--- src/rtl/core/bta_ram.sv ---
// ---------------------------------------------------------------------------
// bta_ram
// Generic single-port synchronous RAM with registered read.
// ---------------------------------------------------------------------------
module bta_ram #(
    parameter int WIDTH = 8,
    parameter int DEPTH = 16
) (
    input  logic                     i_clk,
    input  logic                     i_we,
    input  logic [$clog2(DEPTH)-1:0] i_addr,
    input  logic [WIDTH-1:0]         i_wdata,
    output logic [WIDTH-1:0]         o_rdata
);
    logic [WIDTH-1:0] r_mem [DEPTH];

    always_ff @(posedge i_clk) begin
        if (i_we) begin
            r_mem[i_addr] <= i_wdata;
        end
        o_rdata <= r_mem[i_addr];
    end
endmodule

--- config.mk ---
export PLATFORM = sky130hd
export DESIGN_NAME = bta_ram
export DESIGN_NICKNAME = d
export VERILOG_FILES = /design/src/rtl/core/bta_ram.sv
export SDC_FILE = /design/constraint.sdc
export NUM_CORES = 1
export LEC_CHECK = 0
export BUFFER_PORTS_ARGS = -buffer_cell sky130_fd_sc_hd__buf_2
export CORE_AREA = 5 5 102 104
export CTS_CLUSTER_DIAMETER = 60
export DETAILED_ROUTE_END_ITERATION = 7
export DIE_AREA = 0 0 107 109
export GPL_TIMING_DRIVEN = 0
export HOLD_SLACK_MARGIN = 0.08
export PLACE_DENSITY_LB_ADDON = 0.25
export SLEW_MARGIN = 0
export SYNTH_ARGS = -nofsm -noshare
export SYNTH_HDL_FRONTEND = slang
export SYNTH_SLANG_ARGS = --single-unit
--- constraint.sdc ---
create_clock -name i_clk -period 2.7 [get_ports i_clk]
set_clock_uncertainty 0.1 [all_clocks]
set_input_delay 0.135 -clock i_clk [delete_from_list [all_inputs] [get_ports i_clk]]
set_output_delay 0.135 -clock i_clk [all_outputs]
set_load 0.02 [all_outputs]
==> summary.md, run 1 <==
| Metric | Value |
|---|---|
| Routed wire length | `9765 µm` |
| Critical path arrival | `about 1.7 ns` |
| Total Nets Final | `290` |
| Number of synthesized flops with an enable pin | `around 130` |
| Count of endpoints failing hold in the final timing report | `0` |
| Synth Flop Type | `sky130_fd_sc_hd__edfxtp_1` |
| Detailed Route Iter0 Violations | `183` |
| DRC violations left | `0` |
| Buffers on Ports | `19` |
| Starting utilization of the core area | `between 50% and 60%` |
| Nature of the critical path endpoint | `flop` |
| DRT antenna net count | `0` |
| Clk Tree Root Cell | `sky130_fd_sc_hd__clkbuf_8` |
| Post-CTS setup-driven buffer insertion count | `0` |
| Antenna violations before repair | `0` |
| RSZ-0062 raised after global routing | `no` |
| Post-synth net total | `244` |
| Worst-Margin Slew | `around 1.3 ns` |
| Run status | `complete, no violations` |
| Top cell type by total area after synthesis | `sky130_fd_sc_hd__edfxtp_1` |
| Pin count of the biggest net entering global routing | `17` |
| Synthesis-to-finish area growth | `20.37%` |
| Most instantiated cells after synthesis | `sky130_fd_sc_hd__edfxtp_1, sky130_fd_sc_hd__mux4_2, sky130_fd_sc_hd__a22oi_1` |
| Most frequent cell after synthesis | `sky130_fd_sc_hd__edfxtp_1` |
| Clock tree from TritonCTS | `yes` |
| Required time of the critical path | `roughly 2.7 ns` |
| Top-Level Pins | `22` |
| Routed vias/inst | `approximately 6` |
| Overall die area | `11660 µm²` |
| Number of pins with negative max-slew slack in the final report | `0` |
| GR Overflow Total | `0` |
| Synthesized instance count | `230` |
| Ys async rst share | `0%` |
| Synthesized area per cell | `22.03 µm²` |
| Proportion of layout cells with a drive suffix above 1 | `30.45%` |
| DP Wirelength | `5823 µm` |
| GP Congestion | `just over 0.7` |
| Total via count in the routed design | `between 2000 and 2500` |
| Reg2Reg Launch Point | `r_mem[10][5]` |
| Max Clk Rate | `0.5896 GHz` |
| Pleak | `2.015 nW` |
| Hold Startpoint | `i_addr[0]` |
| Total power per unit cell area | `just under 900 nW/µm²` |
| Number of global-route vias before repair | `around 2500` |
| Die Y-Extent | `109 µm` |
| Reg-to-reg slack, setup | `between 1 and 1.5 ns` |
| Max cap viols | `0` |
| Leading cell types by total area after synthesis | `sky130_fd_sc_hd__edfxtp_1, sky130_fd_sc_hd__mux4_2, sky130_fd_sc_hd__dfxtp_1` |
| Worst-Skew Late Latency | `0.51 ns` |
| Cell area after synthesis | `5067 µm²` |
| First-pass iteration count of the detailed router | `5` |
| Minimum clock period | `around 1.7 ns` |
| Share of synthesized area occupied by flip-flops and latches | `between 70% and 80%` |
| Remaining max-slew budget at the tightest pin | `15.26%` |
| Wire length of the first global-routing pass | `around 15000 µm` |
| Clock tree sinks | `136` |
| Worst Path Max Fanout | `8` |
| Synth cell types | `18` |
| Top cell type's share of synthesized area | `between 70% and 80%` |
| Width of the die | `107 µm` |
| CTS Buf Count | `17` |
| Hold/Removal Path Class | `input port to flop` |
| # H-tree levels | `4` |
| Sum Neg Setup Slack | `0 ns` |
| Core Area | `9459 µm²` |
| Yosys warns | `0` |
| Fin crit share | `62.82%` |
| Routed length per placed instance | `between 20 and 25 µm` |
| #FFs+latches synth | `approximately 140` |
| Final setup violation count | `0` |
| Maximum root-to-sink buffer count | `2` |
| Peak VDD IR | `around 0.45 mV` |
| Num rows | `36` |
| Total global routing track utilization | `a little under a fifth` |
| Setup crit start | `i_addr[2]` |
| N_diodes | `0` |
| Core occupancy in the finished layout | `between 60 and 70%` |
| Worst setup path class | `input port to flop` |
| Startpoint kind of the worst setup timing path | `input port` |
| CTS clk-pin slew, worst paths | `around 0.06 ns` |
where the power goes:
group | internal (mW) | switching (mW) | total, mW
sequential | 2.36 | 0.0119 | 2.37
clock | 1.92 | 0.806 | 2.73
combinational | 0.0969 | 0.147 | 0.244
state kept, by name, indices dropped and copies added (netlist names):
register / count
r_mem: 128
o_rdata: 8
area by class of cell:
cell class	count	area, µm²
flip-flops and latches	136	4004
fillers	597	3359
multi-input cells	83	1003
clock buffers	20	445.4
clock inverters	12	269.0
repair buffers	27	175.2
well taps	114	142.6
plain buffers	11	60.06
path summary, 6_finish.rpt:
path,cells past startpoint,end
worst max-delay path,3,r_mem[0][2]
worst min-delay path,4,o_rdata[1]
worst max register to register,3,o_rdata[5]
worst min register to register,3,o_rdata[3]
through the flow:
stage / setup slack (ns) / power [mW] / area, µm² / instances / hold WS (ns)
after floorplan: 0.9720 / 2.554 / 5067 / 230 / 0.1339
after global placement: 0.3380 / 2.645 / 5305 / 363 / 0.4394
after detailed placement: 0.4326 / 2.651 / 5305 / 363 / 0.4523
after CTS: 0.9639 / 5.374 / 6100 / 403 / 0.09748
after global routing: 0.8352 / 5.512 / 6100 / 403 / 0.1238
final: 1.004 / 5.344 / 6100 / 403 / 0.1086
critical path, stage by stage:
cell and delay, ns:
sky130_fd_sc_hd__buf_2 0.15, sky130_fd_sc_hd__or3b_2 0.52, sky130_fd_sc_hd__nor3_1 0.92
cell usage in the layout (no fill, tap or decap), types with 2 or more instances in the layout:
| cell | n |
|---|---|
| sky130_fd_sc_hd__a22oi_1 | 16 |
| sky130_fd_sc_hd__buf_1 | 4 |
| sky130_fd_sc_hd__buf_2 | 21 |
| sky130_fd_sc_hd__buf_6 | 2 |
| sky130_fd_sc_hd__bufinv_16 | 8 |
| sky130_fd_sc_hd__clkbuf_1 | 3 |
| sky130_fd_sc_hd__clkbuf_16 | 16 |
| sky130_fd_sc_hd__clkbuf_8 | 3 |
| sky130_fd_sc_hd__clkinvlp_4 | 2 |
| sky130_fd_sc_hd__dfxtp_1 | 8 |
| sky130_fd_sc_hd__dlygate4sd3_1 | 8 |
| sky130_fd_sc_hd__edfxtp_1 | 128 |
| sky130_fd_sc_hd__mux4_2 | 32 |
| sky130_fd_sc_hd__nand2_1 | 9 |
| sky130_fd_sc_hd__nand2b_1 | 2 |
| sky130_fd_sc_hd__nand3b_1 | 2 |
| sky130_fd_sc_hd__nor2_1 | 13 |
| sky130_fd_sc_hd__nor2b_1 | 2 |
| sky130_fd_sc_hd__nor3_1 | 4 |
kinds of logic after synthesis:
family,synth area share (%)
AO/OA/AOI/OAI,2.370
buffers and inverters,1.185
flip-flops,79.01
multiplexers,14.22
AND/OR/NAND/NOR,3.210
metal layers:
layer	global-route usage (%)	vias up	wire length (µm)
li1	-	1053	-
met1	25.52	1251	3992
met2	29.54	90	4882
met3	5.743	20	646
met4	8.767	0	244
met5	0	-	0
repair_timing:
action | in CTS | in global routing
hold buffers | 8 | 0
hold endpoints to repair | 128 | 0
gates resized for setup | 0 | 0
Note: power is estimated with default switching activity, not from simulation.
==> run 2: changes to the inputs <==
- ABC_AREA: default -> 1
- CORE_AREA: 5 5 102 104 -> 5 5 107 109
- DIE_AREA: 0 0 107 109 -> 0 0 112 114
- clock period: 2.7 -> 1.6 ns (I/O delays scaled with it)
==> summary.md, run 2 <==
| Metric | Value |
|---|---|
| Run status | `complete, no violations` |
| Minimum clock period | `1.586 ns` |
| Clock tree sinks | `136 (unchanged)` |
| Yosys warns | `0 (unchanged)` |
| GP Congestion | `0.9062 (+27%)` |
| Synthesis-to-finish area growth | `19.40%` |
| Flip-flop count of the largest register after layout | `128 (unchanged)` |
| RSZ-0062 raised after global routing | `yes` |
| Routed met1 length | `5170 µm (+30%)` |
| Worst slack, placed | `-0.5187 ns (-0.9513 ns)` |
| Cell repeated most along the worst path | `sky130_fd_sc_hd__buf_2` |
| P_int | `7.114 mW (+62%)` |
| Peak VDD IR | `0.7843 mV (+75%)` |
| Post-synthesis adder-cell area fraction | `0% (unchanged)` |
| Biggest cell delay along the critical path | `0.65 ns (-0.27 ns)` |
| Routed length per placed instance | `16.47 µm (-32%)` |
| Sum Neg Setup Slack | `0 ns (unchanged)` |
| Worst-Margin Slew | `0.7396 ns (-0.5217 ns)` |
| Combinational cell fraction of total power | `6.1% (+1.5 points)` |
| N_diodes | `0 (unchanged)` |
| Count of endpoints failing hold in the final timing report | `0 (unchanged)` |
| Routed wire length | `12400 µm (+27%)` |
| Most instantiated cells after synthesis | `sky130_fd_sc_hd__nand2_1, sky130_fd_sc_hd__edfxtp_1, sky130_fd_sc_hd__inv_1` |
| Critical path arrival | `1.64 ns (-0.08 ns)` |
| Total power of the final layout | `8.899 mW (+67%)` |
| NetSw | `1.786 mW (+85%)` |
| Fin crit share | `a little under 100%` |
| First-pass iteration count of the detailed router | `5 (unchanged)` |
| Width of the die | `112 µm (+4.7%)` |
| Commonest non-fill, non-tap cell in the layout | `sky130_fd_sc_hd__nand2_1` |
| Worst path buffer plus inverter count | `4 (+3)` |
| Met2 wire length | `6156 µm (+26%)` |
| Max layer used | `met4` |
| Top-Level Pins | `22 (unchanged)` |
| Synthesized-area fraction occupied by ao, oa, aoi and oai cells | `0% (-2.4 points)` |
| Buffers on Ports | `20 (+1)` |
| Hold/Removal Path Class | `input port to flop` |
| Crit path max-delay cell type | `sky130_fd_sc_hd__nor2_1` |
| Core occupancy in the finished layout | `63.55% (-0.93 points)` |
| Number of global-route vias before repair | `3775 (+52%)` |
| List of cells traversed by the critical path | `buf_2 > inv_2 > buf_4 > buf_2 > nand3_1 > nor2_1` |
| Clock tree from TritonCTS | `yes` |
| Leading cell types by total area after synthesis | `sky130_fd_sc_hd__edfxtp_1, sky130_fd_sc_hd__nand2_1, sky130_fd_sc_hd__dfxtp_1` |
| Max Clk Rate | `~0.63 GHz` |
| Nature of the critical path endpoint | `flop` |
| Most frequent cell after synthesis | `sky130_fd_sc_hd__nand2_1` |
| # H-tree levels | `4 (unchanged)` |
| Pin count of the biggest net entering global routing | `17 (unchanged)` |
| Share of synthesized area occupied by flip-flops and latches | `71.59% (-7.4 points)` |
| Required time of the critical path | `1.65 ns (-1.08 ns)` |
| Met3 Routed Length | `813 µm (+26%)` |
| Num rows | `38 (+5.6%)` |
| Top library cells by usage in the layout, fill and taps aside | `sky130_fd_sc_hd__nand2_1, sky130_fd_sc_hd__edfxtp_1, sky130_fd_sc_hd__buf_2` |
| CTS clk-pin slew, worst paths | `0.06 ns (about the same)` |
| Most flop-heavy register | `r_mem` |
| Synth cell types | `11 (-7)` |
| Pleak | `2.886 nW (+43%)` |
| Core Area | `10510 µm² (+11%)` |
| Worst Path Max Fanout | `10 (+2)` |
| #FFs+latches synth | `136 (unchanged)` |
| Maximum root-to-sink buffer count | `2 (unchanged)` |
| Fill count | `830 (+39%)` |
| Max cap viols | `0 (unchanged)` |
| Category of cells accounting for the largest share of critical-path delay | `simple AND/OR/NAND/NOR gates` |
| Sequential Power Share | `45.0% (+0.6 points)` |
| Die Y-Extent | `114 µm (+4.6%)` |
| DRT antenna net count | `0 (unchanged)` |
| Number of synthesized flops with an enable pin | `128 (unchanged)` |
| Top cell type by total area after synthesis | `sky130_fd_sc_hd__edfxtp_1` |
| Synthesized instance count | `548 (+140%)` |
| Overall die area | `12770 µm² (+9.5%)` |
| Startpoint kind of the worst setup timing path | `input port` |
| Cell area after synthesis | `5593 µm² (+10%)` |
| Total via count in the routed design | `3801 (+57%)` |
| Multiplexer share of the synthesized area | `0% (-14 points)` |
| Final setup violation count | `0 (unchanged)` |
| Total power per unit cell area | `1333 nW/µm² (+52%)` |
| Total Nets Final | `614 (+110%)` |
| Ys async rst share | `0% (unchanged)` |
| Routed vias/inst | `5.048 (-16%)` |
| Synth Flop Type | `sky130_fd_sc_hd__edfxtp_1` |
| Top cell type's share of synthesized area | `68.72% (-7.1 points)` |
| Number of pins with negative max-slew slack in the final report | `0 (unchanged)` |
| Worst setup path class | `input port to flop` |
| Dominant combinational cell family by area after synthesis | `simple AND/OR/NAND/NOR gates` |
| GR Overflow Total | `0 (unchanged)` |
| DP Wirelength | `7843 µm (+35%)` |
| Regs by FF count | `r_mem: 128 flops, o_rdata: 8 flops` |
| Detailed Route Iter0 Violations | `287 (+57%)` |
| Switching share of total power | `20.07% (+2.0 points)` |
| Worst-Skew Late Latency | `0.52 ns (about the same)` |
| DRC violations left | `0 (unchanged)` |
| Post-route worst setup slack | `0.01449 ns (-0.9893 ns)` |
| CTS Buf Count | `17 (unchanged)` |
| Post-Synth Simple-Gate Area | `24.79% (+22 points)` |
| Post-synth net total | `562 (+130%)` |
| Clk Tree Root Cell | `sky130_fd_sc_hd__clkbuf_8` |
| Remaining max-slew budget at the tightest pin | `50.51% (+35 points)` |
| Antenna violations before repair | `0 (unchanged)` |
| Fraction of power consumed by the clock network | `48.9% (-2.1 points)` |
| Wire length of the first global-routing pass | `19440 µm (+29%)` |
| Starting utilization of the core area | `53.23% (-0.34 points)` |
| Proportion of layout cells with a drive suffix above 1 | `11.58% (-19 points)` |
| Synthesized area per cell | `10.21 µm² (-54%)` |
| Total global routing track utilization | `20.80% (+1.6 points)` |
| Share of the synthesized netlist area taken by xor and xnor gates | `0% (unchanged)` |
-- run 2: cell types whose count changed after synthesis, sizes merged, moves of 2 or more --
cell / delta
a22oi: -16
nor2b: -2
mux4: -32
nand3: +3
nor3: -4
buf: +10
inv: +22
nand2b: -2
nand2: +337
nor2: +5
nand3b: -2
-- run 2: final timing paths --
path                 from            to  slack [ns]  cells past startpoint
max             i_addr[0]  r_mem[10][1]        0.01                      6
max reg2reg   r_mem[2][1]    o_rdata[1]        0.48                      8
min             i_addr[1]    o_rdata[0]        0.10                      8
min reg2reg  r_mem[12][0]    o_rdata[0]        0.62                      8
-- run 2: repair_timing --
item / 4_1_cts / 5_1_grt
setup buffers: 0 / 0
setup endpoints to repair: 0 / 30
hold buffers: 14 / 1
resized for setup: 0 / 1
endpoints found under the hold margin: 136 / 1
-- run 2: power by group through the flow --
stage	Sequential (mW)	Clock, mW	Combinational, mW
finish	4.00	4.35	0.544
global route	4.01	4.61	0.605
CTS	4.00	4.41	0.543
detailed placement	4.08	0	0.510
global placement	4.07	0	0.503
floorplan	4.11	0	0.275
-- run 2: layer usage --
metal  global-route usage (%)  vias to the layer above
li1                         -                     1858
met3                    5.836                       23
met5                        0                        -
met4                    9.776                        0
met1                    25.93                     1761
met2                    33.97                      159
-- run 2: cell type report --
cell class	count	area (µm²)	share of cell area, %
plain buffers	21	116.4	1.743
inverters	23	86.33	1.293
clock buffers	21	459.2	6.877
clock inverters	11	217.7	3.260
multi-input cells	368	1389	20.80
well taps	140	175.2	2.623
repair buffers	33	230.2	3.448
flip-flops and latches	136	4004	59.96
-- run 2: metrics by stage --
| stage | instances | area [µm²] | hold WS (ns) |
|---|---|---|---|
| detailed placement | 708 | 5868 | 0.3959 |
| finish | 753 | 6678 | 0.1044 |
| global route | 753 | 6678 | 0.1380 |
| floorplan | 548 | 5593 | 0.07887 |
| global placement | 708 | 5868 | 0.3979 |
| CTS | 754 | 6685 | 0.09399 |
-- run 2: worst register-to-register path: stages, from the launching register on --
cell                       delay (ns)
sky130_fd_sc_hd__edfxtp_1        0.35
sky130_fd_sc_hd__nand2_1         0.08
sky130_fd_sc_hd__nand2_1         0.07
sky130_fd_sc_hd__nand2_1         0.06
sky130_fd_sc_hd__nand2_1         0.06
sky130_fd_sc_hd__nand2_1         0.08
sky130_fd_sc_hd__nand2_1         0.10
sky130_fd_sc_hd__inv_1           0.07
sky130_fd_sc_hd__nand2_1         0.04
-- run 2: logic make-up after synthesis --
| logic type | Yosys count |
|---|---|
| buffers and inverters | 44 |
| DFF | 136 |
| and+or+nand+nor | 368 |
